[config.mk]
export PLATFORM = sky130hd
export DESIGN_NAME = abod_half
export DESIGN_NICKNAME = d
export VERILOG_FILES = /design/src/rtl/abod_pkg.sv /design/src/rtl/abod_half.sv
export SDC_FILE = /design/constraint.sdc
export NUM_CORES = 2
export LEC_CHECK = 0
export BUFFER_PORTS_ARGS = -buffer_cell sky130_fd_sc_hd__buf_2
export CORE_ASPECT_RATIO = 1.4
export CORE_MARGIN = 5
export CORE_UTILIZATION = 25
export DETAILED_ROUTE_END_ITERATION = 10
export PLACE_DENSITY = 0.43
export SYNTH_ARGS = -nofsm -noshare
export SYNTH_HDL_FRONTEND = slang
export SYNTH_SLANG_ARGS = --single-unit
[constraint.sdc]
create_clock -name aclk -period 15.45 [get_ports aclk]
set_input_delay 2.3175 -clock aclk [delete_from_list [all_inputs] [get_ports aclk]]
set_output_delay 2.3175 -clock aclk [all_outputs]
set_load 0.03 [all_outputs]
[src/rtl/abod_pkg.sv]
`timescale 1ns / 1ps
`default_nettype none

package abod_pkg;

    localparam int OFFSET_WIDTH    = 16;
    localparam int PRIOR_W         = 17;
    localparam int VAR_W           = 16;
    localparam int SCALE_W         = 13;
    localparam int CFG_DATA_W      = 16;
    localparam int OUT_W           = 21;

    // table depth must be a power of two
    localparam int EXP_TABLE_DEPTH = 64;
    localparam int EXP_IDX_W       = $clog2(EXP_TABLE_DEPTH);
    localparam int EXP_W           = 36;

    localparam int NUM_STAGES      = 6;

    // center path widths
    localparam int CT_W = OFFSET_WIDTH + VAR_W;
    localparam int CP_W = CT_W - 8 + PRIOR_W + 1;
    localparam int CS_W = CP_W - 16;
    localparam int C_W  = ((CS_W > 22) ? CS_W : 22) + 1;

    // size path widths
    localparam int A_W    = ((OFFSET_WIDTH + VAR_W + 1) > 33) ? (OFFSET_WIDTH + VAR_W + 1) : 33;
    localparam int HP_W   = PRIOR_W + EXP_W;
    localparam int HALF_W = 32;

    // corner path widths
    localparam int K_W = ((C_W > HALF_W + 1) ? C_W : HALF_W + 1) + 1;
    localparam int Q_W = K_W + SCALE_W + 1 - 16;

    localparam logic signed [A_W-1:0] EXP_ARG_HI = A_W'(32'h7FFF_FFFF);
    localparam logic signed [A_W-1:0] EXP_ARG_LO = ~EXP_ARG_HI;

    localparam logic signed [Q_W-1:0] OUT_MAX = Q_W'(21'h0F_FFFF);
    localparam logic signed [Q_W-1:0] OUT_MIN = ~OUT_MAX;

    localparam logic [VAR_W-1:0]   CENTER_VAR_RESET  = VAR_W'(6554);
    localparam logic [VAR_W-1:0]   SIZE_VAR_RESET    = VAR_W'(13107);
    localparam logic [SCALE_W-1:0] IMAGE_SCALE_RESET = SCALE_W'(416);

    typedef enum logic [1:0] {
        CFG_CENTER_VAR  = 2'd0,
        CFG_SIZE_VAR    = 2'd1,
        CFG_IMAGE_SCALE = 2'd2
    } cfg_index_t;

    typedef struct packed {
        logic [VAR_W-1:0]   center_var;
        logic [VAR_W-1:0]   size_var;
        logic [SCALE_W-1:0] image_scale;
    } cfg_t;

    typedef logic [NUM_STAGES-1:0] stage_en_t;

    typedef logic [EXP_TABLE_DEPTH-1:0][EXP_W-1:0] exp_table_t;

    localparam logic [63:0] QONE     = 64'd1 << 24;
    localparam logic [63:0] EXP_STEP = (64'd16 << 24) / EXP_TABLE_DEPTH;

    // restoring long division, used only while building the constant table
    function automatic logic [63:0] udiv64(input logic [63:0] num, input logic [63:0] den);
        logic [63:0] quo;
        logic [64:0] rem;
        quo = '0;
        rem = '0;
        for (int i = 63; i >= 0; i--) begin
            rem = {rem[63:0], num[i]};
            if (rem >= {1'b0, den}) begin
                rem    = rem - {1'b0, den};
                quo[i] = 1'b1;
            end
        end
        return quo;
    endfunction

    function automatic logic [63:0] qmul(input logic [63:0] a, input logic [63:0] b);
        return (a * b + (QONE >> 1)) >> 24;
    endfunction

    function automatic logic [63:0] taylor_exp(input logic [63:0] y);
        logic [63:0] sum;
        logic [63:0] term;
        sum  = QONE;
        term = QONE;
        for (int n = 1; n <= 30; n++) begin
            term = udiv64((term * y) >> 24, 64'(n));
            sum  = sum + term;
        end
        return sum;
    endfunction

    // Q12.24 exp over [-8, 8)
    function automatic exp_table_t build_exp_table();
        logic [63:0] e1;
        logic [63:0] e2;
        logic [63:0] e4;
        logic [63:0] e8;
        logic [63:0] r;
        logic [63:0] cur;
        exp_table_t  tab;
        e1  = taylor_exp(QONE);
        e2  = qmul(e1, e1);
        e4  = qmul(e2, e2);
        e8  = qmul(e4, e4);
        r   = taylor_exp(EXP_STEP);
        cur = udiv64((64'd1 << 48) + (e8 >> 1), e8);
        tab[0] = cur[EXP_W-1:0];
        for (int k = 1; k < EXP_TABLE_DEPTH; k++) begin
            cur    = qmul(cur, r);
            tab[k] = cur[EXP_W-1:0];
        end
        return tab;
    endfunction

    localparam exp_table_t EXP_TABLE = build_exp_table();

endpackage

`default_nettype wire

[src/rtl/abod_half.sv]
`timescale 1ns / 1ps
`default_nettype none

module abod_half
    import abod_pkg::*;
(
    input  wire logic                           aclk,
    input  wire stage_en_t                      en,
    input  wire logic signed [OFFSET_WIDTH-1:0] offset,
    input  wire logic [PRIOR_W-1:0]             prior_s,
    input  wire logic [VAR_W-1:0]               size_var,
    output logic [HALF_W-1:0]                   half
);

    logic signed [A_W-1:0] a_reg;
    logic signed [A_W-1:0] a_next;
    logic signed [A_W-1:0] a_clamp;
    logic [31:0]           a_biased;
    logic [EXP_IDX_W-1:0]  k;
    logic [PRIOR_W-1:0]    ps1_reg;
    logic [PRIOR_W-1:0]    ps2_reg;
    logic [EXP_W-1:0]      e_reg;
    logic [HP_W-1:0]       h_prod;
    logic [HALF_W-1:0]     h_reg;

    assign a_next = offset * $signed({1'b0, size_var});

    always_comb begin
        priority if (a_reg < EXP_ARG_LO) begin
            a_clamp = EXP_ARG_LO;
        end else if (a_reg > EXP_ARG_HI) begin
            a_clamp = EXP_ARG_HI;
        end else begin
            a_clamp = a_reg;
        end
    end

    // adding 2^31 to a value in [-2^31, 2^31) flips bit 31
    assign a_biased = {~a_clamp[31], a_clamp[30:0]};
    assign k        = a_biased[31 -: EXP_IDX_W];
    assign h_prod   = HP_W'(ps2_reg) * HP_W'(e_reg);

    always_ff @(posedge aclk) begin
        if (en[0]) begin
            a_reg   <= a_next;
            ps1_reg <= prior_s;
        end
        if (en[1]) begin
            e_reg   <= EXP_TABLE[k];
            ps2_reg <= ps1_reg;
        end
        if (en[2]) begin
            h_reg   <= h_prod[21 +: HALF_W];
        end
    end

    assign half = h_reg;

endmodule

`default_nettype wire

==> flow_summary.json <==
{
  "critical_path.max_fanout": 17,
  "max_slew_margin_pct": 30.14,
  "r2r-start": "e_reg[7]",
  "drt-total-wl_um": 99850,
  "synthTopCellsByCount": "809 x inv_1, 701 x fa_1, 605 x nand2_1, 331 x and2_1, 261 x ha_1",
  "syn2layout_area_growth_pct": 7.815,
  "synth_top_area_cell": "fa_1",
  "ys_types": 68,
  "root_buffer": "clkbuf_16",
  "worstMarginPinSlew_ns": 1.048,
  "period_needed_ns": 8.365,
  "min_to": "ps2_reg[10]",
  "fin_nets": 4608,
  "io_pins": 88,
  "die_w_um": 315.0,
  "fin_crit_sh_pct": 54.14,
  "vias_per_cell": 4.549,
  "syn_inst": 3641,
  "fin_skew_ns": 0.03635,
  "path_cells": "nand2_1 > fa_1 > inv_1 > fa_1 > inv_1 > fa_1 > inv_1 > fa_1 > fa_1 > inv_1 > fa_1 > inv_1 > ha_1 > o21ai_0 > o21ai_0 > nand3_1 > o21ai_0 > a21oi_1 > o21ba_2 > o21ai_0 > a21oi_1 > o21ai_0 > xor2_1",
  "finalSetupViolCount": 0,
  "rows": 156,
  "holdCritStartpoint": "ps1_reg[10]",
  "grt_pass1_wl_um": 159600,
  "place_ws_ns": 6.734,
  "synth_area_per_cell_sq_um": 8.944,
  "dr.pass1.iters": 6,
  "syn-cell-area_sq_um": 32570,
  "dp_hpwl_um": 74770,
  "reg2reg_to": "half[26]",
  "cts_setup_buffers": 0,
  "cts_made_buffers": 9,
  "endpoint_kind": "register",
  "arrival_ns": 8.55,
  "grt_pass1_vias": 27560,
  "cts_sinks": 109,
  "netlist.area_leader.share_pct": 43.09,
  "rsz0062_at_grt": "false",
  "nFillCells": 14110,
  "hold-path-cell-count": 0,
  "post_cts_resized": 0,
  "hold_class": "register to register",
  "slowest_stage": "edfxtp_1",
  "path_common_cell": "fa_1",
  "async_reset_ff_share_pct": 0,
  "place.gp.congestion": 0.8514,
  "syn-num-nets": 4659,
  "synth_edf_count": 109,
  "antenna_found_initial": 0,
  "crit_family": "adder cells",
  "cts_tree": "built",
  "largest_register_ffs": 36,
  "coreArea_sq_um": 129200,
  "synth_seq_cells": 109,
  "critPathMaxStageDelay_ns": 0.98,
  "cap_viol_max_count": 0,
  "dieArea_sq_um": 137700,
  "regArea_sq_um": 3273,
  "drive_above_1_share_pct": 4.423,
  "synthFlopType": "edfxtp_1",
  "final_cell_count_no_fill": 5334,
  "htreeDepth": 3,
  "portBuffers": 84,
  "grt_max_degree": 62,
  "start_util_pct": 25.20,
  "multi_input_area_sq_um": 25580,
  "synth_warnings": 0,
  "yosysSeqAreaShare_pct": 10.05,
  "setup-tns-final_ns": 0,
  "grt_usage_pct": 14.89,
  "path_clk_slew_ns": 0.10,
  "crit_required_ns": 15.64,
  "die_h_um": 437.1,
  "status": "finished clean",
  "detail-route-antenna-nets": 0,
  "rr_worst_depth": 23,
  "whs_ns": 0.4247,
  "clock_path_buffers": 2,
  "hold_violations": 0,
  "avgRoutedWirePerCell_um": 18.72,
  "dp.cells": 5317,
  "vias": 24270,
  "maxSlewViolCount": 0,
  "crit_buf_inv": 5,
  "insertion_delay_ns": 0.46,
  "regToRegSetupSlack_ns": 7.09,
  "drt_iter0_markers": 1387,
  "max_freq_ghz": 0.1195,
  "yosysMostFrequentCell": "inv_1",
  "setup_slack_ns": 7.085,
  "crit_type": "register to register",
  "grt-ovfl-total": 0,
  "postCtsHoldBufs": 0,
  "startpoint_type": "register",
  "drc": 0,
  "synthTopCellsByArea": "fa_1 43%, edfxtp_1 10%, ha_1 10%"
}
[per-stage QoR]
step	utilization (%)	instance area, sq um
after global placement	26.92	34780
after floorplan	-	32570
final	27.17	35110
after detailed placement	26.92	34780
after global routing	27.17	35110
after CTS	27.17	35110
[logic make-up after synthesis]
group,after synthesis,synth area share (%)
xor gates and xnor gates,43,1.156
muxes,2,0.1383
and+or+nand+nor,1154,16.64
DFF,109,10.05
adders and majority gates,962,53.12
AOI/OAI and AO/OA,376,7.430
buffers and inverters,995,11.47
[how the worst max path moves through the flow]
stage | from | endpoint | slack, ns | cells after the start
floorplan | offset[1] | a_reg[29] | 7.77 | 23
global placement | size_var[12] | a_reg[32] | 6.72 | 22
detailed placement | size_var[12] | a_reg[32] | 6.73 | 22
CTS | e_reg[7] | half[26] | 6.93 | 23
global route | e_reg[7] | half[26] | 6.79 | 23
finish | e_reg[7] | half[26] | 7.09 | 23
[layer usage]
| metal | up-vias | track usage (%) | wire length, um |
|---|---|---|---|
| met5 | - | 0 | 0 |
| met4 | 0 | 4.727 | 3113 |
| met3 | 151 | 1.443 | 3188 |
| met2 | 527 | 28.08 | 53280 |
| met1 | 12690 | 17.67 | 40270 |
| li1 | 10890 | - | - |
[cells in the final DEF, fill, tap and decap left out, types with 12 or more instances in the layout]
master / instances
a211oi_1: 18
a21o_1: 26
a21oi_1: 115
a221oi_1: 15
a31oi_1: 12
and2_1: 331
buf_2: 84
buf_4: 40
edfxtp_1: 109
fa_1: 701
ha_1: 261
inv_1: 808
nand2_1: 605
nand2b_1: 22
nand3_1: 25
nand4_1: 14
nor2_1: 100
nor3_1: 23
o211ai_1: 13
o21ai_0: 89
xnor2_1: 27
xor2_1: 16
[layout make-up]
type / count / share of cell area [%]
Multi-Input combinational cell: 2537 / 72.85
Sequential cell: 109 / 9.322
Inverter: 809 / 8.649
Tap cell: 1738 / 6.193
Timing Repair Buffer: 124 / 2.053
Clock buffer: 9 / 0.6414
Clock inverter: 7 / 0.2886
Antenna cell: 1 / 0.007127
Power is not shown: default switching activity piles up to over one toggle a cycle in this logic, so the estimate is an artifact.
