==> src/rtl/abod_pkg.sv <==
`timescale 1ns / 1ps
`default_nettype none

package abod_pkg;

    localparam int OFFSET_WIDTH    = 16;
    localparam int PRIOR_W         = 17;
    localparam int VAR_W           = 16;
    localparam int SCALE_W         = 13;
    localparam int CFG_DATA_W      = 16;
    localparam int OUT_W           = 21;

    // table depth must be a power of two
    localparam int EXP_TABLE_DEPTH = 64;
    localparam int EXP_IDX_W       = $clog2(EXP_TABLE_DEPTH);
    localparam int EXP_W           = 36;

    localparam int NUM_STAGES      = 6;

    // center path widths
    localparam int CT_W = OFFSET_WIDTH + VAR_W;
    localparam int CP_W = CT_W - 8 + PRIOR_W + 1;
    localparam int CS_W = CP_W - 16;
    localparam int C_W  = ((CS_W > 22) ? CS_W : 22) + 1;

    // size path widths
    localparam int A_W    = ((OFFSET_WIDTH + VAR_W + 1) > 33) ? (OFFSET_WIDTH + VAR_W + 1) : 33;
    localparam int HP_W   = PRIOR_W + EXP_W;
    localparam int HALF_W = 32;

    // corner path widths
    localparam int K_W = ((C_W > HALF_W + 1) ? C_W : HALF_W + 1) + 1;
    localparam int Q_W = K_W + SCALE_W + 1 - 16;

    localparam logic signed [A_W-1:0] EXP_ARG_HI = A_W'(32'h7FFF_FFFF);
    localparam logic signed [A_W-1:0] EXP_ARG_LO = ~EXP_ARG_HI;

    localparam logic signed [Q_W-1:0] OUT_MAX = Q_W'(21'h0F_FFFF);
    localparam logic signed [Q_W-1:0] OUT_MIN = ~OUT_MAX;

    localparam logic [VAR_W-1:0]   CENTER_VAR_RESET  = VAR_W'(6554);
    localparam logic [VAR_W-1:0]   SIZE_VAR_RESET    = VAR_W'(13107);
    localparam logic [SCALE_W-1:0] IMAGE_SCALE_RESET = SCALE_W'(416);

    typedef enum logic [1:0] {
        CFG_CENTER_VAR  = 2'd0,
        CFG_SIZE_VAR    = 2'd1,
        CFG_IMAGE_SCALE = 2'd2
    } cfg_index_t;

    typedef struct packed {
        logic [VAR_W-1:0]   center_var;
        logic [VAR_W-1:0]   size_var;
        logic [SCALE_W-1:0] image_scale;
    } cfg_t;

    typedef logic [NUM_STAGES-1:0] stage_en_t;

    typedef logic [EXP_TABLE_DEPTH-1:0][EXP_W-1:0] exp_table_t;

    localparam logic [63:0] QONE     = 64'd1 << 24;
    localparam logic [63:0] EXP_STEP = (64'd16 << 24) / EXP_TABLE_DEPTH;

    // restoring long division, used only while building the constant table
    function automatic logic [63:0] udiv64(input logic [63:0] num, input logic [63:0] den);
        logic [63:0] quo;
        logic [64:0] rem;
        quo = '0;
        rem = '0;
        for (int i = 63; i >= 0; i--) begin
            rem = {rem[63:0], num[i]};
            if (rem >= {1'b0, den}) begin
                rem    = rem - {1'b0, den};
                quo[i] = 1'b1;
            end
        end
        return quo;
    endfunction

    function automatic logic [63:0] qmul(input logic [63:0] a, input logic [63:0] b);
        return (a * b + (QONE >> 1)) >> 24;
    endfunction

    function automatic logic [63:0] taylor_exp(input logic [63:0] y);
        logic [63:0] sum;
        logic [63:0] term;
        sum  = QONE;
        term = QONE;
        for (int n = 1; n <= 30; n++) begin
            term = udiv64((term * y) >> 24, 64'(n));
            sum  = sum + term;
        end
        return sum;
    endfunction

    // Q12.24 exp over [-8, 8)
    function automatic exp_table_t build_exp_table();
        logic [63:0] e1;
        logic [63:0] e2;
        logic [63:0] e4;
        logic [63:0] e8;
        logic [63:0] r;
        logic [63:0] cur;
        exp_table_t  tab;
        e1  = taylor_exp(QONE);
        e2  = qmul(e1, e1);
        e4  = qmul(e2, e2);
        e8  = qmul(e4, e4);
        r   = taylor_exp(EXP_STEP);
        cur = udiv64((64'd1 << 48) + (e8 >> 1), e8);
        tab[0] = cur[EXP_W-1:0];
        for (int k = 1; k < EXP_TABLE_DEPTH; k++) begin
            cur    = qmul(cur, r);
            tab[k] = cur[EXP_W-1:0];
        end
        return tab;
    endfunction

    localparam exp_table_t EXP_TABLE = build_exp_table();

endpackage

`default_nettype wire

==> src/rtl/abod_corner.sv <==
`timescale 1ns / 1ps
`default_nettype none

module abod_corner
    import abod_pkg::*;
(
    input  wire logic                  aclk,
    input  wire stage_en_t             en,
    input  wire logic signed [C_W-1:0] center,
    input  wire logic [HALF_W-1:0]     half,
    input  wire logic [SCALE_W-1:0]    image_scale,
    output logic [OUT_W-1:0]           lo,
    output logic [OUT_W-1:0]           hi
);

    logic signed [K_W-1:0]         c_ext;
    logic signed [K_W-1:0]         h_ext;
    logic signed [K_W-1:0]         lo_k_reg;
    logic signed [K_W-1:0]         hi_k_reg;
    logic signed [K_W+SCALE_W:0]   lo_prod;
    logic signed [K_W+SCALE_W:0]   hi_prod;
    logic signed [Q_W-1:0]         lo_q_reg;
    logic signed [Q_W-1:0]         hi_q_reg;
    logic [OUT_W-1:0]              lo_next;
    logic [OUT_W-1:0]              hi_next;
    logic [OUT_W-1:0]              lo_reg;
    logic [OUT_W-1:0]              hi_reg;

    assign c_ext = $signed({{(K_W-C_W){center[C_W-1]}}, center});
    assign h_ext = $signed({{(K_W-HALF_W){1'b0}}, half});

    assign lo_prod = lo_k_reg * $signed({1'b0, image_scale});
    assign hi_prod = hi_k_reg * $signed({1'b0, image_scale});

    function automatic logic [OUT_W-1:0] sat(input logic signed [Q_W-1:0] v);
        logic [OUT_W-1:0] r;
        priority if (v < OUT_MIN) begin
            r = OUT_MIN[OUT_W-1:0];
        end else if (v > OUT_MAX) begin
            r = OUT_MAX[OUT_W-1:0];
        end else begin
            r = v[OUT_W-1:0];
        end
        return r;
    endfunction

    assign lo_next = sat(lo_q_reg);
    assign hi_next = sat(hi_q_reg);

    always_ff @(posedge aclk) begin
        if (en[3]) begin
            lo_k_reg <= c_ext - h_ext;
            hi_k_reg <= c_ext + h_ext;
        end
        if (en[4]) begin
            lo_q_reg <= lo_prod[K_W+SCALE_W:16];
            hi_q_reg <= hi_prod[K_W+SCALE_W:16];
        end
        if (en[5]) begin
            lo_reg   <= lo_next;
            hi_reg   <= hi_next;
        end
    end

    assign lo = lo_reg;
    assign hi = hi_reg;

endmodule

`default_nettype wire
==> config.mk <==
export PLATFORM = sky130hd
export DESIGN_NAME = abod_corner
export DESIGN_NICKNAME = d
export VERILOG_FILES = /design/src/rtl/abod_pkg.sv /design/src/rtl/abod_corner.sv
export SDC_FILE = /design/constraint.sdc
export NUM_CORES = 2
export LEC_CHECK = 0
export ABC_AREA = 1
export BUFFER_PORTS_ARGS = -buffer_cell sky130_fd_sc_hd__buf_2
export CAP_MARGIN = 30
export CORE_UTILIZATION = 60
export DETAILED_ROUTE_END_ITERATION = 8
export PLACE_DENSITY = 0.82
export SLEW_MARGIN = 20
export SYNTH_ARGS = -nofsm -noshare
export SYNTH_HDL_FRONTEND = slang
export SYNTH_SLANG_ARGS = --single-unit
==> constraint.sdc <==
create_clock -name aclk -period 15.6 [get_ports aclk]
set_input_delay 1.56 -clock aclk [delete_from_list [all_inputs] [get_ports aclk]]
set_output_delay 1.56 -clock aclk [all_outputs]
set_load 0.005 [all_outputs]
==> key figures <==
Drt
  • DR vias: 35.8k
  • Routed Antenna Nets: 0
  • Final WL: 115000 um
  • WL per Instance: 17.3 um
  • Initial DRT Pass Iterations: 8
  • Drt via density: between 5 and 6
  • First DRT Iteration DRCs: 3293
  • Number of remaining DRC errors: 0

Worst setup path
  • Worst Path Max Fanout: 62
  • Startpoint Class: primary input
  • Arr. time, crit path: about 8.1 ns
  • Cell Chain, Critical Path: buf_2 -> buf_4 -> nand2_1 -> fa_1 -> inv_1 -> fa_1 -> inv_1 -> fa_1 -> inv_1 -> fa_1 -> inv_1 -> fa_1 -> fa_1 -> inv_1 -> ha_1 -> nand2_1 -> nor2_1 -> inv_1 -> nor2_1 -> nand2_1 -> nor3_1 -> nand2_1 -> nand4_1 -> nand2_1
  • Crit-path leading delay family: adder cells
  • CP Buf/Inv Count: 8
  • CP Capture Type: flop
  • Critical path's slowest cell: fa_1
  • WS Path Type: in2reg
  • CP required: 15.84 ns
  • CP peak stage delay: 0.73 ns

Clocking
  • # resized after CTS: 0
  • Clk sinks: 173
  • CTS root buffer: clkbuf_16
  • Worst-Skew Late Latency: 0.50 ns
  • Num CTS Buffers: 17
  • CTS tree: built
  • Hold-fix buffer count after cts: 0
  • CTS Buffer Depth: 2
  • CTS clk-pin slew, worst paths: around 0.09 ns
  • H-tree depth: 4
  • Post-CTS Setup Bufs: 0

Global routing
  • Antenna violations before repair: 0
  • Overall Global Routing Usage: 0.328
  • Largest net degree at the start of global routing: 69
  • First-pass GRT wire length: approximately 190000 um
  • Total congestion overflow: 0
  • Vias in the first global route: 36.6k

Floorplan
  • Initial core utilization: 0.611
  • Cell row count: 97
  • # IOs: 121
  • Die width: 270 um
  • Die Footprint: 72900 sq um
  • Total core area: roughly 71000 sq um
  • Die Ht: 270 um

Synthesis
  • Cells after Synth: 5702
  • Post-synth top flop: edfxtp_1
  • Post-synthesis sequential area ratio: 0.120
  • Ranking of synthesized cells by area: fa_1 (37%), nand2_1 (14%), inv_1 (14%)
  • Synth Warn #: 0
  • Synth top cells by count: nand2_1 (1641), inv_1 (1609), fa_1 (800)
  • Mapped Nets: about 6.9k
  • Synthesis-stage register bit count: 173
  • Yosys top cell area share: 0.371
  • Synth cell types: 48
  • Post-synth EDFFs: 173
  • Synthesized cell area: 43100 sq um
  • Post-synth top area cell: fa_1
  • FFs w/ async S/R, synth: 0
  • Syn avg cell area: approximately 7.6 sq um
  • Most frequent cell after synthesis: nand2_1

Job
  • Max-Cap Viols: 0

STA
  • Final setup fails: 0
  • Final setup TNS: 0 ns
  • Minimum period implied by the final worst setup slack: between 7 and 8 ns
  • Worst slew pin tran: around 0.99 ns
  • Slew headroom: 0.339
  • F_max: between 100 and 150 MHz
  • RSZ-0062 raised after global routing: false
  • Final period util: 0.501
  • Worst Clk Skew: 0.0195 ns
  • Final Max Tran Viols: 0
  • Final hold viol count: 0

Final layout
  • # diodes: 0
  • Area Overhead vs Synth: 3.97%
  • Largest register FFs: 34
  • Fin nets: between 6k and 7k
  • Layout cells sized above 1: 0.0396

Placement
  • Final GP Congestion: between 1 and 1.5
  • HPWL after detailed placement: approximately 94000 um
  • Port bufs: 117

Run status
  • Status: completed

Min path
  • Min-delay worst type: reg2reg
## stage by stage
step                      setup slack (ns)  hold slack (ns)  cells   util  cell area [sq um]
after floorplan                       8.66            0.496   5702      -              43100
after global placement                7.47            0.503   6584  0.627              44200
after detailed placement              7.36            0.503   6585  0.628              44300
after CTS                             7.86            0.522   6617  0.636              44800
after global routing                  7.46            0.545   6617  0.636              44800
final                                 7.78            0.516   6617  0.636              44800
## layer usage
layer  share of wire  routed length (um)  track usage
met5               0                   0            0
met2            0.46               52300        0.517
met1            0.41               46600        0.449
met4           0.040                4540        0.129
met3           0.099               11300       0.0630
## logic make-up (layout without fill, tap and decap cells)
group / count (synthesis) / after routing / synth area share
AO/OA/AOI/OAI: 379 / 379 / 0.0489
XOR/XNOR: 84 / 84 / 0.0171
adder cells (fa/ha/maj): 1081 / 1081 / 0.453
buffers and inverters: 1807 / 1782 / 0.159
flip-flops: 173 / 173 / 0.120
AND/OR/NAND/NOR: 2178 / 2178 / 0.201
## area by class of cell
class | count | area, sq um
repair buffers | 135 | 736
clock buffers | 17 | 425
fillers | 5984 | 25700
flip-flops and latches | 173 | 5190
multi-input cells | 3722 | 31100
clock inverters | 15 | 148
well taps | 940 | 1180
inverters | 1615 | 6070
## worst min-delay path, cell delays in order (launching register included)
cell and delay (ns):
edfxtp_1 0.32, nand2_1 0.05, nand2_1 0.05
## final timing paths
| kind | from | to | slack, ns | depth (start not counted) |
|---|---|---|---|---|
| worst min-delay path | hi_q_reg[8] | hi[8] | 0.52 | 2 |
| worst min register to register | hi_q_reg[8] | hi[8] | 0.52 | 2 |
| worst max-delay path | image_scale[3] | lo_q_reg[27] | 7.78 | 24 |
| worst max register to register | hi_k_reg[33] | hi_q_reg[24] | 8.98 | 20 |
## layout by cell type, fill, tap and decap left out, types with 3 or more instances in the layout
master,n
nand2_1,1641
inv_1,1609
fa_1,800
ha_1,281
nor2_1,276
a21oi_1,189
edfxtp_1,173
nand3_1,122
buf_2,116
o21ai_0,112
xor2_1,64
nand4_1,49
nor3_1,26
o21bai_1,21
xnor2_1,20
buf_4,18
clkbuf_16,17
nand2_2,16
a21o_1,13
nor2_2,13
o21a_1,10
nand3b_1,9
o21ai_1,9
nor4_1,8
a21boi_0,6
inv_2,5
a21oi_2,5
and2_1,4
inv_8,4
and3_1,3
clkinv_4,3
nor2_4,3
clkinvlp_4,3
inv_6,3
Power is not shown: default switching activity piles up to over one toggle a cycle in this logic, so the estimate is an artifact.
