<file path="src/rtl/abod_pkg.sv">
`timescale 1ns / 1ps
`default_nettype none

package abod_pkg;

    localparam int OFFSET_WIDTH    = 16;
    localparam int PRIOR_W         = 17;
    localparam int VAR_W           = 16;
    localparam int SCALE_W         = 13;
    localparam int CFG_DATA_W      = 16;
    localparam int OUT_W           = 21;

    // table depth must be a power of two
    localparam int EXP_TABLE_DEPTH = 64;
    localparam int EXP_IDX_W       = $clog2(EXP_TABLE_DEPTH);
    localparam int EXP_W           = 36;

    localparam int NUM_STAGES      = 6;

    // center path widths
    localparam int CT_W = OFFSET_WIDTH + VAR_W;
    localparam int CP_W = CT_W - 8 + PRIOR_W + 1;
    localparam int CS_W = CP_W - 16;
    localparam int C_W  = ((CS_W > 22) ? CS_W : 22) + 1;

    // size path widths
    localparam int A_W    = ((OFFSET_WIDTH + VAR_W + 1) > 33) ? (OFFSET_WIDTH + VAR_W + 1) : 33;
    localparam int HP_W   = PRIOR_W + EXP_W;
    localparam int HALF_W = 32;

    // corner path widths
    localparam int K_W = ((C_W > HALF_W + 1) ? C_W : HALF_W + 1) + 1;
    localparam int Q_W = K_W + SCALE_W + 1 - 16;

    localparam logic signed [A_W-1:0] EXP_ARG_HI = A_W'(32'h7FFF_FFFF);
    localparam logic signed [A_W-1:0] EXP_ARG_LO = ~EXP_ARG_HI;

    localparam logic signed [Q_W-1:0] OUT_MAX = Q_W'(21'h0F_FFFF);
    localparam logic signed [Q_W-1:0] OUT_MIN = ~OUT_MAX;

    localparam logic [VAR_W-1:0]   CENTER_VAR_RESET  = VAR_W'(6554);
    localparam logic [VAR_W-1:0]   SIZE_VAR_RESET    = VAR_W'(13107);
    localparam logic [SCALE_W-1:0] IMAGE_SCALE_RESET = SCALE_W'(416);

    typedef enum logic [1:0] {
        CFG_CENTER_VAR  = 2'd0,
        CFG_SIZE_VAR    = 2'd1,
        CFG_IMAGE_SCALE = 2'd2
    } cfg_index_t;

    typedef struct packed {
        logic [VAR_W-1:0]   center_var;
        logic [VAR_W-1:0]   size_var;
        logic [SCALE_W-1:0] image_scale;
    } cfg_t;

    typedef logic [NUM_STAGES-1:0] stage_en_t;

    typedef logic [EXP_TABLE_DEPTH-1:0][EXP_W-1:0] exp_table_t;

    localparam logic [63:0] QONE     = 64'd1 << 24;
    localparam logic [63:0] EXP_STEP = (64'd16 << 24) / EXP_TABLE_DEPTH;

    // restoring long division, used only while building the constant table
    function automatic logic [63:0] udiv64(input logic [63:0] num, input logic [63:0] den);
        logic [63:0] quo;
        logic [64:0] rem;
        quo = '0;
        rem = '0;
        for (int i = 63; i >= 0; i--) begin
            rem = {rem[63:0], num[i]};
            if (rem >= {1'b0, den}) begin
                rem    = rem - {1'b0, den};
                quo[i] = 1'b1;
            end
        end
        return quo;
    endfunction

    function automatic logic [63:0] qmul(input logic [63:0] a, input logic [63:0] b);
        return (a * b + (QONE >> 1)) >> 24;
    endfunction

    function automatic logic [63:0] taylor_exp(input logic [63:0] y);
        logic [63:0] sum;
        logic [63:0] term;
        sum  = QONE;
        term = QONE;
        for (int n = 1; n <= 30; n++) begin
            term = udiv64((term * y) >> 24, 64'(n));
            sum  = sum + term;
        end
        return sum;
    endfunction

    // Q12.24 exp over [-8, 8)
    function automatic exp_table_t build_exp_table();
        logic [63:0] e1;
        logic [63:0] e2;
        logic [63:0] e4;
        logic [63:0] e8;
        logic [63:0] r;
        logic [63:0] cur;
        exp_table_t  tab;
        e1  = taylor_exp(QONE);
        e2  = qmul(e1, e1);
        e4  = qmul(e2, e2);
        e8  = qmul(e4, e4);
        r   = taylor_exp(EXP_STEP);
        cur = udiv64((64'd1 << 48) + (e8 >> 1), e8);
        tab[0] = cur[EXP_W-1:0];
        for (int k = 1; k < EXP_TABLE_DEPTH; k++) begin
            cur    = qmul(cur, r);
            tab[k] = cur[EXP_W-1:0];
        end
        return tab;
    endfunction

    localparam exp_table_t EXP_TABLE = build_exp_table();

endpackage

`default_nettype wire

</file>
<file path="src/rtl/abod_center.sv">
`timescale 1ns / 1ps
`default_nettype none

module abod_center
    import abod_pkg::*;
(
    input  wire logic                           aclk,
    input  wire stage_en_t                      en,
    input  wire logic signed [OFFSET_WIDTH-1:0] offset,
    input  wire logic [PRIOR_W-1:0]             prior_c,
    input  wire logic [PRIOR_W-1:0]             prior_s,
    input  wire logic [VAR_W-1:0]               center_var,
    output logic signed [C_W-1:0]               center
);

    logic signed [CT_W-1:0] t_reg;
    logic signed [CT_W-1:0] t_next;
    logic [PRIOR_W-1:0]     pc1_reg;
    logic [PRIOR_W-1:0]     ps1_reg;
    logic signed [CP_W-1:0] p_reg;
    logic signed [CP_W-1:0] p_next;
    logic [PRIOR_W-1:0]     pc2_reg;
    logic signed [C_W-1:0]  c_reg;
    logic signed [C_W-1:0]  c_next;

    // Q28 product, then Q20 times prior size
    assign t_next = offset * $signed({1'b0, center_var});
    assign p_next = $signed(t_reg[CT_W-1:8]) * $signed({1'b0, ps1_reg});
    assign c_next = $signed({{(C_W-PRIOR_W-4){1'b0}}, pc2_reg, 4'b0000})
                  + $signed({{(C_W-CS_W){p_reg[CP_W-1]}}, p_reg[CP_W-1:16]});

    always_ff @(posedge aclk) begin
        if (en[0]) begin
            t_reg   <= t_next;
            pc1_reg <= prior_c;
            ps1_reg <= prior_s;
        end
        if (en[1]) begin
            p_reg   <= p_next;
            pc2_reg <= pc1_reg;
        end
        if (en[2]) begin
            c_reg   <= c_next;
        end
    end

    assign center = c_reg;

endmodule

`default_nettype wire

</file>
<file path="config.mk">
export PLATFORM = sky130hd
export DESIGN_NAME = abod_center
export DESIGN_NICKNAME = d
export VERILOG_FILES = /design/src/rtl/abod_pkg.sv /design/src/rtl/abod_center.sv
export SDC_FILE = /design/constraint.sdc
export NUM_CORES = 2
export LEC_CHECK = 0
export ABC_AREA = 1
export CORE_MARGIN = 1
export CORE_UTILIZATION = 40
export CTS_BUF_LIST = sky130_fd_sc_hd__clkbuf_16
export DETAILED_ROUTE_END_ITERATION = 12
export DONT_BUFFER_PORTS = 1
export GPL_TIMING_DRIVEN = 0
export SLEW_MARGIN = 20
export SYNTH_ARGS = -nofsm -noshare
export SYNTH_HDL_FRONTEND = slang
export SYNTH_SLANG_ARGS = --single-unit
</file>
<file path="constraint.sdc">
create_clock -name aclk -period 6.9 [get_ports aclk]
set_clock_uncertainty 0.1 [all_clocks]
set_input_delay 1.035 -clock aclk [delete_from_list [all_inputs] [get_ports aclk]]
set_output_delay 1.035 -clock aclk [all_outputs]
set_load 0.03 [all_outputs]
</file>
==> results_dict.tcl <==
set metrics [dict create \
    vias_per_cell 4.85 \
    clk_pin_slew_worst_paths_ns 0.06 \
    cts_buffers 17 \
    wirelength_um 83400 \
    dieWidth_um 275 \
    cts.sinks 128 \
    drtIter0Drc 1668 \
    hold_buffers 0 \
    syn_area_mm2 0.0298 \
    die_height_um 275 \
    r2r-end "p_reg[39]" \
    cp.arrival_ns 6.88 \
    largest_reg_flops 27 \
    grt_pass1_vias 24100 \
    syn_area_per_cell_um2 8.06 \
    io_buffer_count 0 \
    antenna_found_initial 5 \
    placed_area_mm2 0.0310 \
    grt_max_degree 59 \
    rows 99 \
    finalHoldViolations 0 \
    timing.final.crit_period_ns 6.78 \
    grt_pass1_wl_um 132000 \
    gp_congestion 0.936 \
    ys_types 41 \
    status "finished, violations left" \
    hold_path_class "reg2reg" \
    worst-r2r-setup-slack_ns 0.12 \
    htree_levels 4 \
    wl_per_cell_um 17.8 \
    crit_path_max_incr_delay_ns 0.71 \
    drv_cap 0 \
    slowest_stage "edfxtp_1" \
    num_io_pins 100 \
    worst_pin_slew_ns 0.921 \
    holdWs_ns 0.314 \
    seq_area_frac_synth_pct 12.9 \
    syn_inst 3696 \
    violations "design-rule violations" \
    overflow 0 \
    stdcell_area_mm2 0.0316 \
    rr_worst_depth 19 \
    root_buffer "clkbuf_16" \
    final_net_count 4613 \
    start_util_pct 40.6 \
    syn2layout_area_growth_pct 6.18 \
    insertion_delay_ns 0.48 \
    r2r-start "ps1_reg[10]" \
    dr.pass1.iters 12 \
    start_kind "register" \
    ant_nets 0 \
    die-area_mm2 0.0756 \
    fin_crit_sh_pct 98.3 \
    path_class "reg2reg" \
    slew_headroom_pct 38.6 \
    cts_tree "done" \
    grt_use_total_pct 23.1 \
    synthesis.nets 4592 \
    cp_max_fo 10 \
    post-dp-hpwl_um 70700 \
    min_from "p_reg[16]" \
    holdPathStages 0 \
    drv_slew 0 \
    dp_cells 4655 \
    crit_top_cell "fa_1" \
    synth_warnings 0 \
    vias 22800 \
    dp_slack_ns -0.418 \
    crit_chain "clkbuf_1 > nand2_1 > fa_1 > inv_1 > fa_1 > fa_1 > fa_1 > fa_1 > inv_1 > fa_1 > inv_1 > ha_1 > nand2_1 > nor2_1 > nand2_1 > nor2_1 > nand4_1 > nand4_1 > nand2_1" \
    coreArea_mm2 0.0733 \
    max_freq_ghz 0.147 \
    rsz0062_at_grt "yes" \
    min_to "center[0]" \
    drive_above_1_share_pct 2.90 \
    critical_path_required_ns 7.00 \
    drc 6 \
    cts_buffer_depth 2 \
    synth-seq-cells 128 \
    critPathCaptureType "register" \
    fin_cells 4690 \
    setup_viol 0 \
    fin_ws_ns 0.120 \
]
-- synthesized netlist by cell type --
cell	n	area [um^2]
a21boi_0	4	30.0
a21boi_1	1	7.51
a21o_1	10	75.1
a21oi_1	86	430
a21oi_2	1	8.76
a31oi_1	5	31.3
and2_1	1	6.26
and3_1	2	12.5
buf_1	1	3.75
buf_2	1	5.00
clkbuf_1	133	499
edfxtp_1	128	3840
fa_1	593	11900
ha_1	230	2880
inv_1	1132	4250
inv_2	4	15.0
nand2_1	971	3640
nand2_2	8	50.1
nand3_1	61	305
nand3_2	2	20.0
nand3_4	1	17.5
nand3b_1	4	30.0
nand4_1	15	93.8
nor2_1	141	529
nor2_2	2	12.5
nor3_1	14	70.1
nor3_2	1	10.0
nor3b_2	1	12.5
nor4_1	5	31.3
nor4_2	1	12.5
o211ai_1	1	7.51
o211ai_2	1	12.5
o21a_1	3	22.5
o21ai_0	44	220
o21ai_1	3	15.0
o21ai_2	3	26.3
o21bai_1	15	113
o21bai_4	1	18.8
or2_2	9	56.3
xnor2_1	17	149
xor2_1	40	350
-- how the worst max path moves through the flow --
stage / startpoint / cells past startpoint / slack, ns / end
after floorplan: offset[7] / 24 / 0.62 / t_reg[19]
after global placement: center_var[14] / 20 / -0.36 / t_reg[31]
after global routing: ps1_reg[12] / 19 / -0.04 / p_reg[39]
final: ps1_reg[10] / 19 / 0.12 / p_reg[39]
after detailed placement: center_var[6] / 23 / -0.42 / t_reg[31]
after CTS: ps1_reg[3] / 19 / 0.02 / p_reg[39]
-- critical path, delay by kind of cell (launching register included) --
kind          cells  cell delay, ns
buf+inv           4            0.75
simple gates      8            1.47
flops             1            0.71
fa+ha+maj         7            3.49
-- area by class of cell --
type                            count  area [um^2]
Fill cell                        7459        41700
Multi-Input combinational cell   2297        21200
Inverter                         1136         4270
Sequential cell                   128         3840
Tap cell                          959         1200
Buffer                            133          544
Clock buffer                       17          425
Clock inverter                     15          143
Timing Repair Buffer                4         30.0
Antenna cell                        1         2.50
-- logic make-up (layout without fill, tap and decap cells) --
group,Yosys count,in the layout,share of synthesized area (%)
XOR/XNOR,57,57,1.68
AND/OR/NAND/NOR,1239,1239,16.5
flip-flops,128,128,12.9
buffers and inverters,1271,1305,16.0
AO/OA/AOI/OAI,178,178,3.42
adder cells (fa/ha/maj),823,823,49.5
other,0,1,0
-- layout by cell type, fill, tap and decap left out, types with 2 or more instances in the layout --
cell,n
xnor2_1,17
a21boi_0,4
a21oi_1,86
xor2_1,40
nor2_1,141
o21ai_0,44
o21bai_1,15
nor4_1,5
nand2_1,971
clkbuf_16,17
nand3_1,61
clkbuf_2,35
inv_6,6
inv_2,4
a31oi_1,5
nand3b_1,4
nor3_1,14
or2_2,9
fa_1,593
clkinvlp_4,3
o21ai_1,3
and3_1,2
nand3_2,2
o21ai_2,3
inv_8,4
o21a_1,3
nand2_2,8
edfxtp_1,128
clkbuf_1,96
a21o_1,10
ha_1,230
nand4_1,15
inv_1,1131
buf_4,4
nor2_2,2
-- metrics by stage --
step / setup TNS, ns / util [%]
detailed placement: -4.98 / 42.3
CTS: 0 / 43.0
finish: 0 / 43.1
global placement: -3.43 / 42.3
floorplan: 0 / -
global route: -0.0351 / 43.1
-- routing by layer --
metal / global-route usage [%] / vias up / wire length, um
met5: 0 / - / 40
li1: - / 10600 / -
met2: 39.6 / 777 / 39900
met1: 29.5 / 11200 / 35100
met3: 3.36 / 149 / 5500
met4: 8.56 / 6 / 2940
-- repair_timing --
action,4_1_cts,5_1_grt
hold endpoints to repair,0,0
setup endpoints to repair,3,29
resized for setup,1,74
setup buffers,0,4
Power is not shown: default switching activity piles up to over one toggle a cycle in this logic, so the estimate is an artifact.
