File: src/rtl/abod_pkg.sv
`timescale 1ns / 1ps
`default_nettype none

package abod_pkg;

    localparam int OFFSET_WIDTH    = 16;
    localparam int PRIOR_W         = 17;
    localparam int VAR_W           = 16;
    localparam int SCALE_W         = 13;
    localparam int CFG_DATA_W      = 16;
    localparam int OUT_W           = 21;

    // table depth must be a power of two
    localparam int EXP_TABLE_DEPTH = 64;
    localparam int EXP_IDX_W       = $clog2(EXP_TABLE_DEPTH);
    localparam int EXP_W           = 36;

    localparam int NUM_STAGES      = 6;

    // center path widths
    localparam int CT_W = OFFSET_WIDTH + VAR_W;
    localparam int CP_W = CT_W - 8 + PRIOR_W + 1;
    localparam int CS_W = CP_W - 16;
    localparam int C_W  = ((CS_W > 22) ? CS_W : 22) + 1;

    // size path widths
    localparam int A_W    = ((OFFSET_WIDTH + VAR_W + 1) > 33) ? (OFFSET_WIDTH + VAR_W + 1) : 33;
    localparam int HP_W   = PRIOR_W + EXP_W;
    localparam int HALF_W = 32;

    // corner path widths
    localparam int K_W = ((C_W > HALF_W + 1) ? C_W : HALF_W + 1) + 1;
    localparam int Q_W = K_W + SCALE_W + 1 - 16;

    localparam logic signed [A_W-1:0] EXP_ARG_HI = A_W'(32'h7FFF_FFFF);
    localparam logic signed [A_W-1:0] EXP_ARG_LO = ~EXP_ARG_HI;

    localparam logic signed [Q_W-1:0] OUT_MAX = Q_W'(21'h0F_FFFF);
    localparam logic signed [Q_W-1:0] OUT_MIN = ~OUT_MAX;

    localparam logic [VAR_W-1:0]   CENTER_VAR_RESET  = VAR_W'(6554);
    localparam logic [VAR_W-1:0]   SIZE_VAR_RESET    = VAR_W'(13107);
    localparam logic [SCALE_W-1:0] IMAGE_SCALE_RESET = SCALE_W'(416);

    typedef enum logic [1:0] {
        CFG_CENTER_VAR  = 2'd0,
        CFG_SIZE_VAR    = 2'd1,
        CFG_IMAGE_SCALE = 2'd2
    } cfg_index_t;

    typedef struct packed {
        logic [VAR_W-1:0]   center_var;
        logic [VAR_W-1:0]   size_var;
        logic [SCALE_W-1:0] image_scale;
    } cfg_t;

    typedef logic [NUM_STAGES-1:0] stage_en_t;

    typedef logic [EXP_TABLE_DEPTH-1:0][EXP_W-1:0] exp_table_t;

    localparam logic [63:0] QONE     = 64'd1 << 24;
    localparam logic [63:0] EXP_STEP = (64'd16 << 24) / EXP_TABLE_DEPTH;

    // restoring long division, used only while building the constant table
    function automatic logic [63:0] udiv64(input logic [63:0] num, input logic [63:0] den);
        logic [63:0] quo;
        logic [64:0] rem;
        quo = '0;
        rem = '0;
        for (int i = 63; i >= 0; i--) begin
            rem = {rem[63:0], num[i]};
            if (rem >= {1'b0, den}) begin
                rem    = rem - {1'b0, den};
                quo[i] = 1'b1;
            end
        end
        return quo;
    endfunction

    function automatic logic [63:0] qmul(input logic [63:0] a, input logic [63:0] b);
        return (a * b + (QONE >> 1)) >> 24;
    endfunction

    function automatic logic [63:0] taylor_exp(input logic [63:0] y);
        logic [63:0] sum;
        logic [63:0] term;
        sum  = QONE;
        term = QONE;
        for (int n = 1; n <= 30; n++) begin
            term = udiv64((term * y) >> 24, 64'(n));
            sum  = sum + term;
        end
        return sum;
    endfunction

    // Q12.24 exp over [-8, 8)
    function automatic exp_table_t build_exp_table();
        logic [63:0] e1;
        logic [63:0] e2;
        logic [63:0] e4;
        logic [63:0] e8;
        logic [63:0] r;
        logic [63:0] cur;
        exp_table_t  tab;
        e1  = taylor_exp(QONE);
        e2  = qmul(e1, e1);
        e4  = qmul(e2, e2);
        e8  = qmul(e4, e4);
        r   = taylor_exp(EXP_STEP);
        cur = udiv64((64'd1 << 48) + (e8 >> 1), e8);
        tab[0] = cur[EXP_W-1:0];
        for (int k = 1; k < EXP_TABLE_DEPTH; k++) begin
            cur    = qmul(cur, r);
            tab[k] = cur[EXP_W-1:0];
        end
        return tab;
    endfunction

    localparam exp_table_t EXP_TABLE = build_exp_table();

endpackage

`default_nettype wire

File: src/rtl/abod_cfg.sv
`timescale 1ns / 1ps
`default_nettype none

module abod_cfg
    import abod_pkg::*;
(
    input  wire logic                  aclk,
    input  wire logic                  aresetn,
    input  wire logic                  cfg_valid,
    input  wire logic [1:0]            cfg_index,
    input  wire logic [CFG_DATA_W-1:0] cfg_data,
    output cfg_t                       cfg
);

    cfg_t cfg_reg;
    cfg_t cfg_next;

    always_comb begin
        cfg_next = cfg_reg;
        if (cfg_valid) begin
            unique case (cfg_index)
                CFG_CENTER_VAR:  cfg_next.center_var  = cfg_data[VAR_W-1:0];
                CFG_SIZE_VAR:    cfg_next.size_var    = cfg_data[VAR_W-1:0];
                CFG_IMAGE_SCALE: cfg_next.image_scale = cfg_data[SCALE_W-1:0];
                default:         cfg_next = cfg_reg;
            endcase
        end
    end

    always_ff @(posedge aclk) begin
        if (!aresetn) begin
            cfg_reg.center_var  <= CENTER_VAR_RESET;
            cfg_reg.size_var    <= SIZE_VAR_RESET;
            cfg_reg.image_scale <= IMAGE_SCALE_RESET;
        end else begin
            cfg_reg <= cfg_next;
        end
    end

    assign cfg = cfg_reg;

endmodule

`default_nettype wire

File: config.mk
export PLATFORM = sky130hd
export DESIGN_NAME = abod_cfg
export DESIGN_NICKNAME = d
export VERILOG_FILES = /design/src/rtl/abod_pkg.sv /design/src/rtl/abod_cfg.sv
export SDC_FILE = /design/constraint.sdc
export NUM_CORES = 1
export LEC_CHECK = 0
export ABC_AREA = 1
export BUFFER_PORTS_ARGS = -buffer_cell sky130_fd_sc_hd__buf_2
export CAP_MARGIN = 10
export CORE_MARGIN = 4
export CORE_UTILIZATION = 53
export CTS_BUF_LIST = sky130_fd_sc_hd__clkbuf_8
export DETAILED_ROUTE_END_ITERATION = 6
export PLACE_DENSITY = 0.82
export SETUP_SLACK_MARGIN = 0.5
export SLEW_MARGIN = 20
export SYNTH_ARGS = -nofsm -noshare
export SYNTH_HDL_FRONTEND = slang
export SYNTH_SLANG_ARGS = --single-unit
File: constraint.sdc
create_clock -name aclk -period 2.3 [get_ports aclk]
set_input_delay 0.46 -clock aclk [delete_from_list [all_inputs] [get_ports aclk]]
set_output_delay 0.46 -clock aclk [all_outputs]
set_load 0.02 [all_outputs]
==> results of run 1 <==
## how the worst max path moves through the flow
stage	endpoint	slack [ns]	cells past startpoint
2_1_floorplan	cfg[34]	1.07	6
3_3_place_gp	cfg[23]	0.81	5
3_5_place_dp	cfg[16]	0.77	6
4_1_cts	cfg[35]	1.0	1
5_1_grt	cfg[23]	0.90	6
6_report	cfg[35]	1.01	1
## power by group through the flow
| stage | registers [mW] | clock network [mW] | logic [mW] |
|---|---|---|---|
| floorplan | 0.908 | 0 | 0.108 |
| global placement | 0.857 | 0 | 0.238 |
| detailed placement | 0.857 | 0 | 0.241 |
| CTS | 0.839 | 0.485 | 0.242 |
| global route | 0.844 | 0.519 | 0.269 |
| finish | 0.839 | 0.479 | 0.241 |
## layout make-up
type	instances	area, um^2
inverter	29	109
clock inverter	1	3.75
clock buffer	6	82.6
timing repair buffer	68	348
fill	285	935
multi-input combinational	168	719
tap	44	55.1
sequential	45	901
## cell usage after synthesis
library cell,number
buf_1,1
clkbuf_1,6
a21oi_1,9
nor2_1,46
inv_1,28
nand3_2,1
dfxtp_1,45
nand3_1,35
buf_2,6
nand2_1,68
inv_2,1
buf_4,2
nand4_1,8
clkbuf_2,1
nor2_4,1
## layer usage
| metal | vias up | wire length [um] |
|---|---|---|
| li1 | 912 | - |
| met1 | 763 | 1870 |
| met2 | 61 | 1820 |
| met3 | 5 | 335 |
| met4 | 0 | 39 |
| met5 | - | 0 |
## kinds of logic (layout without fill, tap and decap cells)
kind of cell           Yosys count  count (layout)  synth area share
buffers and inverters           45             104             0.103
flip-flops                      45              45             0.499
AND/OR/NAND/NOR                159             159             0.374
AO/OA/AOI/OAI                    9               9            0.0249
## through the flow
stage,hold WS (ns),cell area [um^2]
6_report,0.400,2220
5_1_grt,0.402,2220
4_1_cts,0.392,2220
3_5_place_dp,0.440,2130
3_3_place_gp,0.437,2130
2_1_floorplan,0.543,1810
==> reports/metrics.cfg, run 1 <==
[critical_path]
path_max_fanout = 2
cp-startpoint = cfg[35]
cpMaxStageDelayCell = dfxtp_1
critPathKind = reg -> out
crit_path_max_incr_delay_ns = 0.36
crit_chain = buf_2
r2r_setup_slack_ns = 1.61
critPathArrivalTime_ns = 0.83
reg2reg_depth = 4
start_kind = register
reg2reg_from = cfg[16]
crit_required_ns = 1.84
worstPathBufferInverterCount = 1
r2r-end = cfg[16]
crit_family = flip-flops
endpoint_kind = output port

[floorplan]
start_util = 0.573
num_rows = 20
die_area_um2 = 4400
chipWidth_um = 66.4
io_pins = 66
die_height_um = 66.4
core_um2 = 3150

[power]
p_switching_uw = 426
power.share.sequential = 0.538
total_power_mw = 1.56
clkPwrFrac = 0.307
ir_worst_vdd_mv = 0.479
power_leakage_nw = 1.23
pwr-share-comb = 0.154
swShare = 0.273
p_int_mw = 1.13
power.density_nw_per_um2 = 703

[timing]
period_share = 0.561
worst_slew_pin_slew_ns = 0.791
fin_tns_setup_ns = 0
setup_violations = 0
finalClockSkew_ns = 0
setup_slack_ns = 1.01
finalHoldViolCount = 0
report.final.slew_viol_count = 0
rsz0062_at_grt = false
period_needed_ns = 1.29
slew-limit-headroom = 0.473
max_freq_ghz = 0.775

[placement]
io_buffers = 65
dpl.hpwl_um = 2860
place.gp.congestion = 0.797
place_ws_ns = 0.769
place_inst = 354

[worst_hold_path]
whs_path_depth = 3
hp-class = in -> reg
min_delay_worst_endpoint = cfg[5]
min-delay-start = cfg_data[5]

[logic_synthesis]
yosys.area.top_type = dfxtp_1
yosysTopAreaCellShare = 0.499
synthTopCellsByArea = dfxtp_1 (50%), nand2_1 (14%), nand3_1 (9.7%)
synthDistinctLibCells = 15
synth-seq-cells = 45
synth_nets = 279
synthCells = 258
syn_area_per_cell_um2 = 7.00
syn-cell-area_um2 = 1810
synth-seq-area-share = 0.499
yosys_warnings = 0

[flow_run]
maxCapViolations = 0

[clock_network]
cts_buffer_depth = 2
numCtsBuffers = 5
ctsHoldBuffers = 0
cts.clk_slew.worst_paths_ns = 0.07
cts-root-buf = clkbuf_8
cts.sink_count = 45
postCtsResizedCells = 0
cts_setup_buffers = 0
tritoncts = built
clk_latency_ns = 0.29
htreeDepth = 2

[layout]
antennaDiodeCount = 0
syn_to_final_growth_pct = 22.9
layout_common_cells = nand2_1 (68), buf_2 (65), nor2_1 (46)
stdcell_count = 361
drive_gt1_frac = 0.243
final_nets = 338
post-route-util = 0.704
mostFrequentLayoutCell = nand2_1
largest_reg_flops = 45

[grt]
top_usage_layer = met2
use_met1 = 0.261
grt_util_met2 = 0.289
grt_max_degree = 46
grtUsageTotal = 0.193
grt_pass1_vias = 1413
overflow = 0
met3_usage = 0.0697
grt_pass1_wl_um = 6530
antenna_found_initial = 0

[detailed_routing]
remaining_drc_errors = 0
firstDrtPassIters = 4
vias = 1741
wl_per_cell_um = 11.3
antenna_left = 0
drt-total-wl_um = 4070
drtIter0Drc = 165
vias_per_cell = 4.82

[status]
status = finished clean

Note: power is estimated with default switching activity, not from simulation.
==> run 2: changes to the inputs <==
--- a/config.mk
+++ b/config.mk
@@ -9,10 +9,10 @@
 export BUFFER_PORTS_ARGS = -buffer_cell sky130_fd_sc_hd__buf_2
 export CAP_MARGIN = 10
 export CORE_MARGIN = 4
-export CORE_UTILIZATION = 53
+export CORE_UTILIZATION = 46
 export CTS_BUF_LIST = sky130_fd_sc_hd__clkbuf_8
 export DETAILED_ROUTE_END_ITERATION = 6
-export PLACE_DENSITY = 0.82
+export PLACE_DENSITY = 0.75
 export SETUP_SLACK_MARGIN = 0.5
 export SLEW_MARGIN = 20
 export SYNTH_ARGS = -nofsm -noshare
==> constraint.sdc (replaced) <==
create_clock -name aclk -period 1.1 [get_ports aclk]
set_input_delay 0.22 -clock aclk [delete_from_list [all_inputs] [get_ports aclk]]
set_output_delay 0.22 -clock aclk [all_outputs]
set_load 0.02 [all_outputs]
==> run 2 against run 1 <==
Against the previous run:
- setup slack got worse by 0.94 ns
- critical path depth did not move
- combinational power rose to 3.7 times the previous value
==> reports/metrics.cfg, run 2 (synthesis results as in run 1) <==
[timing]
report.final.slew_viol_count = 0
period_needed_ns = 1.03
rsz0062_at_grt = true
slew-limit-headroom = 0.842
max_freq_ghz = 0.969
setup_violations = 0
worst_slew_pin_slew_ns = 0.237
hold_ws_ns = 0.167
period_share = 0.938
finalClockSkew_ns = 0
finalHoldViolCount = 0

[floorplan]
core_um2 = 3720
num_rows = 22
die_height_um = 70.7
io_pins = 66
start_util = 0.486
chipWidth_um = 70.7
die_area_um2 = 4990

[power]
power.density_nw_per_um2 = 1150
ir_worst_vdd_mv = 0.913
power_leakage_nw = 1.53
total_power_mw = 3.68

[clock_network]
cts.sink_count = 45
ctsHoldBuffers = 0
cts_buffer_depth = 2
cts-root-buf = clkbuf_8
numCtsBuffers = 5
clk_latency_ns = 0.29
cts.clk_slew.worst_paths_ns = 0.08
tritoncts = built
htreeDepth = 2

[critical_path]
crit_chain = buf_6
critPathArrivalTime_ns = 0.81
crit_path_max_incr_delay_ns = 0.38
crit_required_ns = 0.88
critPathKind = reg -> out
endpoint_kind = output port
cp-startpoint = cfg[21]
worstPathBufferInverterCount = 1
reg2reg_from = cfg[12]
start_kind = register
crit_family = flip-flops
r2r_setup_slack_ns = 0.37
cpMaxStageDelayCell = dfxtp_2
r2r-end = cfg[12]
reg2reg_depth = 5
path_max_fanout = 2

[layout]
largest_reg_flops = 45
antennaDiodeCount = 0
mostFrequentLayoutCell = buf_6
syn_to_final_growth_pct = 78.0
layout_common_cells = buf_6 (59), nand2_1 (47), dfxtp_2 (45)
multiInputGateArea_um2 = 1020
fillers = 176
post-route-util = 0.865
drive_gt1_frac = 0.587
seq_area_um2 = 957
final_nets = 369

[flow_run]
maxCapViolations = 0

[placement]
io_buffers = 65
place.gp.congestion = 0.749
dpl.hpwl_um = 3150

[detailed_routing]
drtIter0Drc = 198
vias_per_cell = 5.34
drt-total-wl_um = 6670
remaining_drc_errors = 0
firstDrtPassIters = 5
wl_per_cell_um = 16.8
vias = 2121
antenna_left = 0

[worst_hold_path]
min_delay_worst_endpoint = cfg[28]
whs_path_depth = 3
min-delay-start = cfg_data[15]
hp-class = in -> reg

[grt]
grt_max_degree = 46
antenna_found_initial = 0
overflow = 0
grtUsageTotal = 0.227
grt_pass1_vias = 1977
grt_pass1_wl_um = 9180

[status]
status = finished clean

[run 2: changes by cell type in the layout (fill, tap and decap cells not counted), moves of 20 or more]
cell and delta:
buf_6 +59, buf_2 -48, dfxtp_1 -45, dfxtp_2 +45, nand2_1 -21, nand2_2 +20
[run 2: timing repair]
item | 4_1_cts | 5_1_grt
buffers inserted | 10 | 9
resized for setup | 140 | 43
pin swaps | 7 | 18
cloned | 7 | 0
setup endpoints to repair | 90 | 90
[run 2: worst max path at each step]
stage | endpoint | cells past startpoint
after floorplan | cfg[29] | 6
after global placement | cfg[27] | 5
after detailed placement | cfg[27] | 6
after CTS | cfg[29] | 1
after global routing | cfg[21] | 1
final | cfg[21] | 1
[run 2: where the power goes]
group | total [mW] | internal, mW | switching [mW] | leakage [nW]
sequential | 1.80 | 1.73 | 0.0705 | 0.373
clock | 0.992 | 0.432 | 0.561 | 0.0491
combinational | 0.890 | 0.407 | 0.483 | 1.11
total | 3.68 | 2.57 | 1.11 | 1.53
[run 2: layout make-up]
class | count | share of cell area
Multi-Input combinational cell | 174 | 0.317
Inverter | 29 | 0.0417
Timing Repair Buffer | 93 | 0.299
Tap cell | 48 | 0.0187
Sequential cell | 45 | 0.298
Clock inverter | 3 | 0.00428
Clock buffer | 5 | 0.0214
[run 2: through the flow]
step                      instances  setup WS (ns)  TNS [ns]  area, um^2
after detailed placement        363        -0.0359   -0.0410        2280
after CTS                       388          0.115         0        3000
after floorplan                 258          0.208         0        1970
final                           397         0.0678         0        3210
after global placement          363         0.0459         0        2280
after global routing            397         0.0716         0        3210
[run 2: metal layers]
metal  share of wire  GRT usage  wire length (um)  vias up
li1                -          -                 -      994
met3           0.083     0.0625               552       26
met4           0.035     0.0626               233        0
met2            0.50      0.395              3350      106
met1            0.38      0.277              2540      995
met5               0          0                 0        -
==> run 3: changes to the inputs <==
--- a/config.mk
+++ b/config.mk
@@ -9,10 +9,10 @@
 export BUFFER_PORTS_ARGS = -buffer_cell sky130_fd_sc_hd__buf_2
 export CAP_MARGIN = 10
 export CORE_MARGIN = 4
-export CORE_UTILIZATION = 46
-export CTS_BUF_LIST = sky130_fd_sc_hd__clkbuf_8
+export CORE_UTILIZATION = 44
+export CTS_CLUSTER_DIAMETER = 50
 export DETAILED_ROUTE_END_ITERATION = 6
-export PLACE_DENSITY = 0.75
+export PLACE_DENSITY = 0.72
 export SETUP_SLACK_MARGIN = 0.5
 export SLEW_MARGIN = 20
 export SYNTH_ARGS = -nofsm -noshare
==> run 3 against run 2 <==
Against the previous run:
- cell count rose by 2.0%
- critical path type unchanged
- largest power group unchanged
- flip-flop and latch count did not move
- clock skew did not move
==> reports/metrics.cfg, run 3 (synthesis results as in run 1) <==
[clock_network]
clk_latency_ns = 0.30
tritoncts = built
cts-root-buf = clkbuf_8
numCtsBuffers = 5
cts_buffer_depth = 2
cts.sink_count = 45
htreeDepth = 2
ctsHoldBuffers = 0
cts.clk_slew.worst_paths_ns = 0.08

[power]
pwr-share-comb = 0.234
power_leakage_nw = 1.58
swShare = 0.284
power.share.sequential = 0.443
clkPwrFrac = 0.323
power.density_nw_per_um2 = 1200
p_switching_mw = 1.16
ir_worst_vdd_mv = 0.873
p_int_mw = 2.91

[layout]
stdcell_count = 405
drive_gt1_frac = 0.600
antennaDiodeCount = 0
syn_to_final_growth_pct = 87.7
largest_reg_flops = 45
final_nets = 375
layout_common_cells = buf_6 (63), nand2_1 (51), dfxtp_2 (44)
design_area_um2 = 3390
mostFrequentLayoutCell = buf_6

[timing]
report.final.slew_viol_count = 0
finalHoldViolCount = 0
finalClockSkew_ns = 0
worst_slew_pin_slew_ns = 0.241
period_share = 0.912
setup_violations = 0
rsz0062_at_grt = true
slew-limit-headroom = 0.840
period_needed_ns = 1.00
max_freq_ghz = 0.997
setup_slack_ns = 0.0971

[grt]
grt_pass1_vias = 2066
antenna_found_initial = 0
overflow = 0
grt_pass1_wl_um = 10200
grtUsageTotal = 0.258
grt_max_degree = 46

[detailed_routing]
vias = 2186
vias_per_cell = 5.40
drtIter0Drc = 209
wl_per_cell_um = 17.7
drt-total-wl_um = 7150
firstDrtPassIters = 5
antenna_left = 0
remaining_drc_errors = 0

[placement]
dpl.hpwl_um = 3110
placed_cell_area_um2 = 2310
io_buffers = 65
place_inst = 366
place.gp.congestion = 0.762
place_ws_ns = -0.0184

[status]
status = finished clean

[flow_run]
maxCapViolations = 0

[critical_path]
critPathArrivalTime_ns = 0.78
crit_path_max_incr_delay_ns = 0.36
worstPathBufferInverterCount = 1
reg2reg_from = cfg[22]
endpoint_kind = output port
crit_required_ns = 0.88
cpMaxStageDelayCell = dfxtp_2
cp-startpoint = cfg[1]
crit_chain = buf_6
critPathKind = reg -> out
start_kind = register
path_max_fanout = 2
crit_family = flip-flops

[floorplan]
io_pins = 66
die_area_um2 = 5190
chipWidth_um = 72.1
die_height_um = 72.1
start_util = 0.455
core_um2 = 3970
num_rows = 23

[worst_hold_path]
min-delay-start = cfg_data[15]
hp-class = in -> reg

[run 3: cell count changes in the layout (fill, tap and decap cells not counted), moves of 3 or more]
cell and delta:
nand2_2 -7, nand3_1 -5, inv_2 +4, nand2_1 +4
buf_6 +4, a21oi_2 -3, inv_1 -5, nand3_4 +3
[run 3: what timing repair did]
action	CTS	global route
pin swaps	12	19
cloned	7	0
gates resized for setup	145	53
buffers inserted	11	13
setup endpoints to repair	90	90
[run 3: worst paths after layout]
kind | cells after the start | slack, ns | end
setup / recovery | 1 | 0.1 | cfg[1]
hold reg to reg | 2 | 0.47 | cfg[41]
setup reg to reg | 4 | 0.28 | cfg[22]
hold / removal | 3 | 0.17 | cfg[28]
[run 3: power by group through the flow]
stage | registers [mW] | logic [mW] | clock network, mW
6_report | 1.80 | 0.953 | 1.31
5_1_grt | 1.81 | 1.01 | 1.39
4_1_cts | 1.80 | 0.803 | 1.32
3_5_place_dp | 1.81 | 0.553 | 0
3_3_place_gp | 1.81 | 0.547 | 0
2_1_floorplan | 1.91 | 0.264 | 0
[run 3: layout make-up]
class	count	area, um^2
inverters	29	126
flip-flops and latches	45	960
multi-input cells	174	1080
repair buffers	99	1050
clock buffers	7	86.3
clock inverters	1	30.0
well taps	50	62.6
fillers	217	583
[run 3: layer usage]
layer | up-vias | global-route usage | share of wire | wire [um]
met1 | 1020 | 0.291 | 0.36 | 2560
met5 | - | 0 | 0 | 0
li1 | 1013 | - | - | -
met3 | 29 | 0.0554 | 0.074 | 529
met4 | 0 | 0.144 | 0.037 | 266
met2 | 124 | 0.451 | 0.53 | 3790
[run 3: metrics by stage]
stage	TNS (ns)	power (mW)	hold WS [ns]	util
6_report	0	4.07	0.171	0.853
5_1_grt	0	4.22	0.172	0.853
4_1_cts	0	3.92	0.165	0.779
3_5_place_dp	-0.0406	2.36	0.431	0.581
3_3_place_gp	0	2.35	0.428	0.581
2_1_floorplan	0	2.18	0.346	-
